--- config.mk ---
export PLATFORM = sky130hd
export DESIGN_NAME = edly_chan
export DESIGN_NICKNAME = d
export VERILOG_FILES = /design/src/hdl/assert_macros.svh /design/src/hdl/edly_pkg.sv /design/src/hdl/edly_chan.sv
export SDC_FILE = /design/constraint.sdc
export NUM_CORES = 2
export LEC_CHECK = 0
export BUFFER_PORTS_ARGS = -buffer_cell sky130_fd_sc_hd__buf_2
export CAP_MARGIN = 20
export CORE_ASPECT_RATIO = 1.75
export CORE_MARGIN = 4
export CORE_UTILIZATION = 44
export DETAILED_ROUTE_END_ITERATION = 6
export GPL_ROUTABILITY_DRIVEN = 0
export PLACE_DENSITY = 0.62
export SYNTH_ARGS = -nofsm -noshare
export SYNTH_HDL_FRONTEND = slang
export SYNTH_SLANG_ARGS = --single-unit
export TNS_END_PERCENT = 20
--- constraint.sdc ---
create_clock -name vclk -period 11.6
set_input_delay 2.32 -clock vclk [all_inputs]
set_output_delay 2.32 -clock vclk [all_outputs]
set_load 0.01 [all_outputs]
--- src/hdl/assert_macros.svh ---
// Assertion macros shared by the echo delay RTL.
`ifndef ASSERT_MACROS_SVH
`define ASSERT_MACROS_SVH
`ifndef SYNTH
`define ASSERT_RST(lbl, clk, rst_n, prop, msg) \
	lbl: assert property (@(posedge clk) disable iff (!rst_n) prop) else $error(msg);
`define ASSERT_NORST(lbl, clk, prop, msg) \
	lbl: assert property (@(posedge clk) prop) else $error(msg);
`else
`define ASSERT_RST(lbl, clk, rst_n, prop, msg)
`define ASSERT_NORST(lbl, clk, prop, msg)
`endif
`endif

--- src/hdl/edly_pkg.sv ---
// Types, constants and helpers shared by the echo delay modules.
package edly_pkg;
	localparam int SAMPLE_BITS = 16;
	localparam int DELAY_BITS = 17;
	localparam int FB_BITS = 15;
	localparam int WET_BITS = 16;
	localparam int FRAC_BITS = 15;
	localparam int PROD_BITS = SAMPLE_BITS + WET_BITS + 2;
	localparam int RING_DEPTH_DEF = 131072;
	localparam int CFG_IDX_BITS = 2;
	localparam int CFG_DATA_BITS = DELAY_BITS;
	localparam int SETTLE_BITS = 2;

	localparam logic [DELAY_BITS-1:0] DELAY_RST = DELAY_BITS'(24000);
	localparam logic [FB_BITS-1:0] FB_RST = FB_BITS'(13107);
	localparam logic [WET_BITS-1:0] WET_RST = WET_BITS'(16384);
	localparam logic [WET_BITS-1:0] Q_ONE = WET_BITS'(32768);
	localparam logic signed [PROD_BITS-1:0] Q_HALF = PROD_BITS'(16384);
	localparam logic signed [PROD_BITS-1:0] SAT_HI =
		PROD_BITS'((1 << (SAMPLE_BITS - 1)) - 1);
	localparam logic signed [PROD_BITS-1:0] SAT_LO = -SAT_HI - PROD_BITS'(1);
	localparam logic [SETTLE_BITS-1:0] SETTLE_CYCLES = SETTLE_BITS'(2);

	typedef logic signed [SAMPLE_BITS-1:0] sample_t;

	typedef enum logic [CFG_IDX_BITS-1:0] {
		CFG_DELAY = 2'd0,
		CFG_FEEDBACK = 2'd1,
		CFG_WET = 2'd2
	} cfg_idx_t;

	typedef struct packed {
		logic [FB_BITS-1:0] fb;
		logic [WET_BITS-1:0] wet;
		logic [WET_BITS-1:0] dry;
	} gain_t;

	typedef struct packed {
		logic filled;
		logic busy;
	} addr_stat_t;

	function automatic sample_t sat_sample(input logic signed [PROD_BITS-1:0] v);
		sample_t r;
		if (v > SAT_HI) begin
			r = SAT_HI[SAMPLE_BITS-1:0];
		end else if (v < SAT_LO) begin
			r = SAT_LO[SAMPLE_BITS-1:0];
		end else begin
			r = v[SAMPLE_BITS-1:0];
		end
		return r;
	endfunction
endpackage

--- src/hdl/edly_chan.sv ---
// Per-channel arithmetic: dry/wet mix and feedback sum, both rounded and saturated.
module edly_chan (
	input  logic signed [edly_pkg::SAMPLE_BITS-1:0] x,
	input  logic signed [edly_pkg::SAMPLE_BITS-1:0] d,
	input  edly_pkg::gain_t                         gain,
	output logic signed [edly_pkg::SAMPLE_BITS-1:0] mixed,
	output logic signed [edly_pkg::SAMPLE_BITS-1:0] fed
);
	import edly_pkg::*;

	logic signed [WET_BITS:0] dry_s;
	logic signed [WET_BITS:0] wet_s;
	logic signed [FB_BITS:0] fb_s;
	logic signed [PROD_BITS-1:0] p_dry;
	logic signed [PROD_BITS-1:0] p_wet;
	logic signed [PROD_BITS-1:0] p_fb;
	logic signed [PROD_BITS-1:0] mix_sum;
	logic signed [PROD_BITS-1:0] fb_sh;
	logic signed [PROD_BITS-1:0] fed_sum;

	assign dry_s = {1'b0, gain.dry};
	assign wet_s = {1'b0, gain.wet};
	assign fb_s = {1'b0, gain.fb};
	assign p_dry = PROD_BITS'(x) * PROD_BITS'(dry_s);
	assign p_wet = PROD_BITS'(d) * PROD_BITS'(wet_s);
	assign p_fb = PROD_BITS'(d) * PROD_BITS'(fb_s);
	assign mix_sum = (p_dry + p_wet + Q_HALF) >>> FRAC_BITS;
	assign fb_sh = (p_fb + Q_HALF) >>> FRAC_BITS;
	assign fed_sum = PROD_BITS'(x) + fb_sh;
	assign mixed = sat_sample(mix_sum);
	assign fed = sat_sample(fed_sum);
endmodule

==> impl_metrics.env <==
export IMPL_outcome="finished with violations"
export IMPL_violations="negative setup slack"
export IMPL_crit_fanout=8
export IMPL_viasPerCell=4.86
export IMPL_fin_util_pct=52.6
export IMPL_hold_ws_ns=5.53
export IMPL_fmax_mhz=81.3
export IMPL_grt_ovfl_total=0
export IMPL_ys_seq_area_share_pct=0
export IMPL_final_max_slew_viol_count=0
export IMPL_crit_path_start_kind="input port"
export IMPL_tns_ns=-16.59
export IMPL_routed_wl_mm=73.2
export IMPL_start_util_pct=44.3
export IMPL_first_pass_iters=5
export IMPL_timing_final_crit_share_pct=106
export IMPL_final_cell_mix="inv_1, fa_1, nand2_1, buf_4, ha_1"
export IMPL_hold_viol=0
export IMPL_grt_setup_unrepaired="yes"
export IMPL_synthCells=3133
export IMPL_core_area_sq_um=63200
export IMPL_final_cells=4335
export IMPL_die_area_sq_um=67900
export IMPL_dp_hpwl_mm=68.4
export IMPL_track_usage_pct=22.8
export IMPL_dp_cells=4315
export IMPL_synthesis_nets=4254
export IMPL_slew_headroom_pct=52.4
export IMPL_finalNetCount=4649
export IMPL_first_global_vias=24600
export IMPL_crit_path_frequent_cell="fa_1"
export IMPL_num_rows=122
export IMPL_drive_gt1_share_pct=17.5
export IMPL_setup_violations_final=32
export IMPL_startpoint="d[4]"
export IMPL_drtIter0Drc=511
export IMPL_hold_class="input port to output pin"
export IMPL_syn_area_sq_um=28000
export IMPL_crit_arrival_ns=9.97
export IMPL_die_w_um=199
export IMPL_worstSetupPathType="input port to output pin"
export IMPL_wire_per_inst_um=16.9
export IMPL_synth_area_per_cell_sq_um=8.94
export IMPL_layout_commonest_cell="inv_1"
export IMPL_maxCapViolCount=0
export IMPL_die_h_um=342
export IMPL_grt_max_degree=17
export IMPL_clock_buffers=0
export IMPL_antenna_found_initial=6
export IMPL_max_stage_delay_ns=0.53
export IMPL_ant_nets=0
export IMPL_nFillCells=5947
export IMPL_drc=0
export IMPL_period_minus_slack_ns=12.29
export IMPL_worst_slew_pin_transition_ns=0.714
export IMPL_synth_distinct_cells=65
export IMPL_vias=21100
export IMPL_io_buffers=111
export IMPL_synth_warnings=0
export IMPL_area_growth_pct=18.7
export IMPL_slowest_stage="fa_1"
export IMPL_endpoint="fed[2]"
export IMPL_ioPinCount=111
export IMPL_worst_slack_ns=-0.695
export IMPL_cp_end_kind="output pin"
export IMPL_critical_path_required_ns=9.28
export IMPL_grt_pass1_wl_mm=124
export IMPL_n_sequential_cell=0
export IMPL_seqCellArea_sq_um=0
## cell families (layout without fill, tap and decap cells)
group                      count (synthesis)  after routing  share of synthesized area, %
AOI/OAI and AO/OA                        177            177                          4.54
adders and majority gates               1042           1042                          65.3
and+or+nand+nor                          849            849                          14.7
xor gates and xnor gates                  59             59                          1.84
muxes                                      2              2                        0.0759
other                                      0              3                             0
buffers and inverters                   1004           1397                          13.5
## worst min-delay path by stage
stage	endpoint	start	slack (ns)	cells past startpoint
2_1_floorplan	fed[0]	x[0]	4.97	3
3_3_place_gp	fed[15]	x[15]	5.54	8
3_5_place_dp	fed[15]	x[15]	5.54	8
4_1_cts	fed[15]	x[15]	5.56	8
5_1_grt	fed[15]	x[15]	5.59	8
6_report	fed[15]	x[15]	5.53	8
## Yosys cell counts (2+ instances only)
library cell  instances  area share, %
a211o_1               3          0.094
a211oi_1              4           0.11
a211oi_2              2          0.089
a21o_1               23           0.62
a21o_2                5           0.16
a21oi_1              60            1.1
a21oi_2               5           0.16
a221oi_1              2          0.063
a31oi_1               5           0.11
and2_1              313            7.0
and3_1                2          0.045
and4_1                3          0.094
buf_6                 2          0.080
clkbuf_1            113            1.5
fa_1                700             50
ha_1                342             15
inv_1               886             12
nand2_1             430            5.8
nand2b_1             15           0.33
nand3_1               6           0.11
nand4_1               7           0.16
nand4b_1              2          0.063
nor2_1               43           0.58
nor2b_1              13           0.29
nor3_1               10           0.18
o211a_1               2          0.071
o211ai_1              3          0.080
o211ai_2              3           0.13
o21a_1               10           0.27
o21ai_0              14           0.25
o21ai_1               5          0.089
o21bai_1              6           0.16
o311a_1               2          0.071
o311ai_0              2          0.063
o31a_1                2          0.063
or3_1                 2          0.045
xnor2_1              39            1.2
xor2_1               20           0.63
## area by class of cell
type	count	area, sq um	share of cell area [%]
Antenna cell	3	7.51	0.0226
Inverter	887	3330	10.0
Multi-Input combinational cell	2129	24800	74.5
Tap cell	806	1010	3.03
Timing Repair Buffer	510	4150	12.5
## layer usage
layer	global-route usage, %	vias to the layer above	part of all wire [%]
li1	-	9845	-
met3	1.07	129	2.0
met2	46.0	290	58
met1	25.5	10800	36
met5	0	-	0.031
met4	6.32	4	3.8
## critical path, delay by kind of cell
family	cells	cell delay (ns)
compound gates	14	2.59
xor+xnor	1	0.15
fa+ha+maj	8	3.37
buf+inv	11	1.21
simple gates	3	0.29
## metrics by stage
stage          area [sq um]  worst slack, ns
3_5_place_dp          32500            -1.02
4_1_cts               33100           -0.771
3_3_place_gp          32500           -0.952
5_1_grt               33200            -1.04
6_report              33200           -0.695
2_1_floorplan         28300           -0.291
## timing repair
action,CTS,global route
cloned,1,0
hold buffers,0,0
endpoints found under the setup margin,32,32
buffers inserted,14,3
resized for setup,128,31
pin swaps,50,28
Power is not shown: default switching activity piles up to over one toggle a cycle in this logic, so the estimate is an artifact.
