<file path="src/hdl/assert_macros.svh">
// Assertion macros shared by the echo delay RTL.
`ifndef ASSERT_MACROS_SVH
`define ASSERT_MACROS_SVH
`ifndef SYNTH
`define ASSERT_RST(lbl, clk, rst_n, prop, msg) \
	lbl: assert property (@(posedge clk) disable iff (!rst_n) prop) else $error(msg);
`define ASSERT_NORST(lbl, clk, prop, msg) \
	lbl: assert property (@(posedge clk) prop) else $error(msg);
`else
`define ASSERT_RST(lbl, clk, rst_n, prop, msg)
`define ASSERT_NORST(lbl, clk, prop, msg)
`endif
`endif

</file>
<file path="src/hdl/edly_pkg.sv">
// Types, constants and helpers shared by the echo delay modules.
package edly_pkg;
	localparam int SAMPLE_BITS = 16;
	localparam int DELAY_BITS = 17;
	localparam int FB_BITS = 15;
	localparam int WET_BITS = 16;
	localparam int FRAC_BITS = 15;
	localparam int PROD_BITS = SAMPLE_BITS + WET_BITS + 2;
	localparam int RING_DEPTH_DEF = 131072;
	localparam int CFG_IDX_BITS = 2;
	localparam int CFG_DATA_BITS = DELAY_BITS;
	localparam int SETTLE_BITS = 2;

	localparam logic [DELAY_BITS-1:0] DELAY_RST = DELAY_BITS'(24000);
	localparam logic [FB_BITS-1:0] FB_RST = FB_BITS'(13107);
	localparam logic [WET_BITS-1:0] WET_RST = WET_BITS'(16384);
	localparam logic [WET_BITS-1:0] Q_ONE = WET_BITS'(32768);
	localparam logic signed [PROD_BITS-1:0] Q_HALF = PROD_BITS'(16384);
	localparam logic signed [PROD_BITS-1:0] SAT_HI =
		PROD_BITS'((1 << (SAMPLE_BITS - 1)) - 1);
	localparam logic signed [PROD_BITS-1:0] SAT_LO = -SAT_HI - PROD_BITS'(1);
	localparam logic [SETTLE_BITS-1:0] SETTLE_CYCLES = SETTLE_BITS'(2);

	typedef logic signed [SAMPLE_BITS-1:0] sample_t;

	typedef enum logic [CFG_IDX_BITS-1:0] {
		CFG_DELAY = 2'd0,
		CFG_FEEDBACK = 2'd1,
		CFG_WET = 2'd2
	} cfg_idx_t;

	typedef struct packed {
		logic [FB_BITS-1:0] fb;
		logic [WET_BITS-1:0] wet;
		logic [WET_BITS-1:0] dry;
	} gain_t;

	typedef struct packed {
		logic filled;
		logic busy;
	} addr_stat_t;

	function automatic sample_t sat_sample(input logic signed [PROD_BITS-1:0] v);
		sample_t r;
		if (v > SAT_HI) begin
			r = SAT_HI[SAMPLE_BITS-1:0];
		end else if (v < SAT_LO) begin
			r = SAT_LO[SAMPLE_BITS-1:0];
		end else begin
			r = v[SAMPLE_BITS-1:0];
		end
		return r;
	endfunction
endpackage

</file>
<file path="src/hdl/edly_addr.sv">
// Write slot, delay-modulo-depth offset, read address and ring fill tracking.
module edly_addr #(
	parameter int RING_DEPTH = edly_pkg::RING_DEPTH_DEF
) (
	input  logic                                 clk,
	input  logic                                 arst_n,
	input  logic [edly_pkg::DELAY_BITS-1:0]      delay,
	input  logic                                 delay_wr,
	input  logic                                 advance,
	output logic [$clog2(RING_DEPTH)-1:0]        rd_addr,
	output logic [$clog2(RING_DEPTH)-1:0]        wr_addr,
	output edly_pkg::addr_stat_t                 stat
);
	import edly_pkg::*;

	localparam int AW = $clog2(RING_DEPTH);
	localparam int SH = DELAY_BITS + AW;
	localparam int RW = DELAY_BITS + 2;
	localparam int PW = SH + DELAY_BITS;
	localparam int QW = DELAY_BITS + AW + 1;
	localparam longint unsigned RECIP =
		((64'd1 << SH) + longint'(RING_DEPTH) - 64'd1) / RING_DEPTH;
	localparam logic [RW-1:0] RECIP_V = RW'(RECIP);
	localparam logic [AW:0] DEPTH_V = (AW + 1)'(RING_DEPTH);
	localparam logic [AW-1:0] LAST_SLOT = AW'(RING_DEPTH - 1);

	logic [PW-1:0] prod;
	logic [DELAY_BITS-1:0] quo_q;
	logic [QW-1:0] rem;
	logic [AW-1:0] back_q;
	logic [AW:0] diff;
	logic [AW-1:0] ws_q;
	logic wrapped_q;
	logic [SETTLE_BITS-1:0] settle_q;

	// Delay modulo depth by reciprocal multiplication; exact for every 17-bit delay.
	assign prod = PW'(delay) * PW'(RECIP_V);
	assign rem = QW'(delay) - QW'(quo_q) * QW'(RING_DEPTH);

	always_ff @(posedge clk) begin
		quo_q <= prod[SH +: DELAY_BITS];
		back_q <= rem[AW-1:0];
	end

	always_ff @(posedge clk or negedge arst_n) begin
		if (!arst_n) begin
			settle_q <= SETTLE_CYCLES;
			ws_q <= '0;
			wrapped_q <= 1'b0;
		end else begin
			if (delay_wr) begin
				settle_q <= SETTLE_CYCLES;
			end else if (settle_q != '0) begin
				settle_q <= settle_q - SETTLE_BITS'(1);
			end
			if (advance) begin
				if (ws_q == LAST_SLOT) begin
					ws_q <= '0;
					wrapped_q <= 1'b1;
				end else begin
					ws_q <= ws_q + AW'(1);
				end
			end
		end
	end

	assign diff = {1'b0, ws_q} - {1'b0, back_q};
	assign rd_addr = diff[AW] ? diff[AW-1:0] + DEPTH_V[AW-1:0] : diff[AW-1:0];
	assign wr_addr = ws_q;
	// A slot holds written data once the ring has wrapped or it lies below the write slot.
	assign stat.filled = wrapped_q || (rd_addr < ws_q);
	assign stat.busy = (settle_q != '0);
endmodule

</file>
<file path="config.mk">
export PLATFORM = sky130hd
export DESIGN_NAME = edly_addr
export DESIGN_NICKNAME = d
export VERILOG_FILES = /design/src/hdl/assert_macros.svh /design/src/hdl/edly_pkg.sv /design/src/hdl/edly_addr.sv
export SDC_FILE = /design/constraint.sdc
export NUM_CORES = 1
export LEC_CHECK = 0
export ABC_AREA = 1
export BUFFER_PORTS_ARGS = -buffer_cell sky130_fd_sc_hd__buf_2
export CORE_ASPECT_RATIO = 0.6
export CORE_MARGIN = 2
export CORE_UTILIZATION = 40
export DETAILED_ROUTE_END_ITERATION = 8
export GPL_TIMING_DRIVEN = 0
export HOLD_SLACK_MARGIN = 0.02
export PLACE_DENSITY = 0.68
export SLEW_MARGIN = 20
export SYNTH_ARGS = -nofsm -noshare
export SYNTH_HDL_FRONTEND = slang
export SYNTH_SLANG_ARGS = --single-unit
</file>
<file path="constraint.sdc">
create_clock -name clk -period 5.4 [get_ports clk]
set_input_delay 0 -clock clk [delete_from_list [all_inputs] [get_ports clk]]
set_output_delay 0 -clock clk [all_outputs]
set_load 0.05 [all_outputs]
</file>
==> run summary <==
* 658 — fill cell total of the finished layout
* 0 — number of maximum-capacitance constraint violations
* 23 — Rows
* 0.9647 — last weighted congestion value of the routability-driven placer
* in -> async — Worst Hold Class
* 470 — net count after synthesis
* 7433 um — total length of routed wires
* 552 — # nets final
* 3.52 ns — worst endpoint data arrival time
* 6 — critical path peak fanout
* 4.766 — vias per inst
* nor2_1 — library cell appearing most often on the critical path
* 0 — post-CTS setup buffer count
* dfrtp_1, nand2_1, ha_1, dfxtp_1, inv_1 — largest cells by area after synthesis
* inv_1 > ha_1 > fa_1 > nor2_1 > nor2_1 > o21bai_1 > xor2_1 > ha_1 > a21oi_1 > nor2_1 > nor2_1 > nand3_1 > nand2_1 > nand2_1 > nand2_1 > buf_2 — cell chain of the critical path
* 6705 um2 — area of the core
* 57 — number of ports placed on the die boundary
* 5 — CTS Buf Count
* adder cells — delay-heaviest family, CP
* dfrtp_1 — most instantiated flip-flop cell in the synthesis netlist
* 12.77 um — WL/cell
* finished, final reports clean — outcome
* 0 — number of diodes
* dfrtp_1 — largest area contributor in the synthesized netlist
* 2 — CTS HTree Levels
* 6.760 um2 — average cell area after synthesis
* 0 — final antenna-violating net count
* 0.6513 — final period utilization
* 2 — CP Buf/Inv Count
* simple AND/OR/NAND/NOR gates — largest family of logic cells by synthesized area
* 2474 — via count of the first global-routing pass
* 4 — number of iterations in the first detailed-routing pass
* 0.06 ns — register clock-pin slew on the reported worst setup and hold paths
* 37 — CTS Sinks
* nand2_1, inv_1, buf_2, ha_1, nor2_1 — most frequent cells in the layout
* 20 — post-cts hold buffer count
* 284.3 MHz — FMAX
* 0.6782 — Slew Limit Headroom
* 2 — Bufs on Longest Clock Path
* 0.02516 — Post-Synth XOR/XNOR Area
* 37 — register bit total from synthesis
* dfrtp_1 — Critical Path Slowest Stage Cell
* 0.5405 — share of flip-flops with an asynchronous set or reset
* 12030 um — global-route wire length before repair
* 0 ns — total negative slack
* 5995 um — detailed-placement wirelength estimate
* 0.08895 — compound-gate portion of the synthesized area
* 26.15% — synth-to-layout area growth
* 0 — number of max-slew violations in the final report
* reg -> out — Crit Path Category
* 21 — maximum number of pins on one net before global-route repair
* 0 — number of antenna violations at the first check in global routing
* 0 — number of synthesized flops with an enable pin
* 55 — I/O Buffers
* no — RSZ-0062 raised after global routing
* 111.7 um — Die Wd
* 181 — initial drt markers
* 7668 um2 — overall die area
* 0 — number of resized instances in the post-cts repair step
* 2785 um2 — synthesized cell area
* 2774 — routed via count
* 0.1689 — Synth Area in Adders
* 0 — Setup violations, final
* 0.45 ns — max incr delay on CP
* 0.3023 — sequential area share after synthesis
* nand2_1 — most common cell after layout, fill and taps aside
* built — clock tree from TritonCTS
* clkbuf_16 — Clk Tree Root Cell
* 0 — gr ovfl total
* 1597 um2 — total area of multi-input combinational cells
* 68.64 um — die boundary height
* 0.2902 — area share of and/or/nand/nor cells after synthesis
* 842.1 um2 — sequential cell area
* 0 — Final Hold Vio Count
* 0.4827 ns — worst-margin pin slew
* 0.2064 — GRT Total Usage
* 0.1707 — fraction of post-synthesis cell area in the top cell type by area
* 32 — unique cell type count in the Yosys netlist
* register — startpoint type of the worst setup path
* 0.003665 ns — Layout Skew
* output pin — sort of element at the end of the critical path
* 0 — multiplexer share of the synthesized area
* 0 — Yosys Warn Count
* 412 — Post-Synthesis Cells
* 3.517 ns — Final Critical Period
* 0.4154 — starting density of the core
* 0 — DRC violations left
* 5.40 ns — worst path required time
* 0.30 ns — insertion delay to the later sink of the worst-skew pair
* 0.1515 — fraction of layout instances using a drive strength above 1
-- final timing paths --
kind	from	end	slack (ns)	cells after the start
worst max-delay path	wr_addr[0]	stat[1]	1.88	16
worst min-delay path	arst_n	wr_addr[14]	0.19	2
worst max register to register	wr_addr[0]	wr_addr[12]	3.27	12
worst min register to register	wrapped_q	wrapped_q	0.46	2
max in group asynchronous	arst_n	settle_q[1]	4.86	2
min in group clk	delay[15]	back_q[15]	0.34	2
-- through the flow --
step	cell area [um2]	hold slack (ns)	setup WS, ns	std cells	utilization
after CTS	3513	0.1956	1.872	582	0.5240
after global routing	3513	0.2359	1.593	582	0.5240
final	3513	0.1852	1.883	582	0.5240
after floorplan	2785	-0.2956	1.618	412	-
after global placement	3169	-0.01455	2.255	554	0.4727
after detailed placement	3169	-0.01875	2.206	554	0.4727
-- layer usage --
| metal | track usage | wire, um |
|---|---|---|
| met5 | 0 | 0 |
| met2 | 0.2795 | 2654 |
| met1 | 0.3015 | 3997 |
| met4 | 0.07253 | 106 |
| met3 | 0.06818 | 674 |
-- state kept, by name, indices dropped and copies added, names as in the netlist --
register,cells
settle_q,2
back_q,17
wrapped_q,1
wr_addr,17
-- final cells by class --
class                           instances  share of cell area
Multi-Input combinational cell        284              0.4544
Inverter                               89             0.09509
Tap cell                               87             0.03098
Sequential cell                        37              0.2397
Clock buffer                            6             0.03668
Clock inverter                          2            0.004274
Timing Repair Buffer                   75              0.1353
Buffer                                  2            0.003561
-- cells in the mapped netlist, types with 2 or more instances --
cell,n
nand3_1,20
inv_1,88
o21bai_1,2
dfrtp_1,19
xnor2_1,3
dfxtp_1,17
nor4_1,2
nor3_1,5
ha_1,36
nor2_2,2
nor2_1,33
a21oi_1,29
xor2_1,5
o21ai_0,10
nand4_1,2
nand2_1,123
-- kinds of logic after synthesis --
kind of cell	count (synthesis)
compound gates	46
flops	37
fa+ha+maj	37
simple gates	193
xor+xnor	8
buf+inv	91
Power is left out: the tool's default activity adds up to more than one toggle a clock period on the data nets, which glitch-free logic cannot reach.
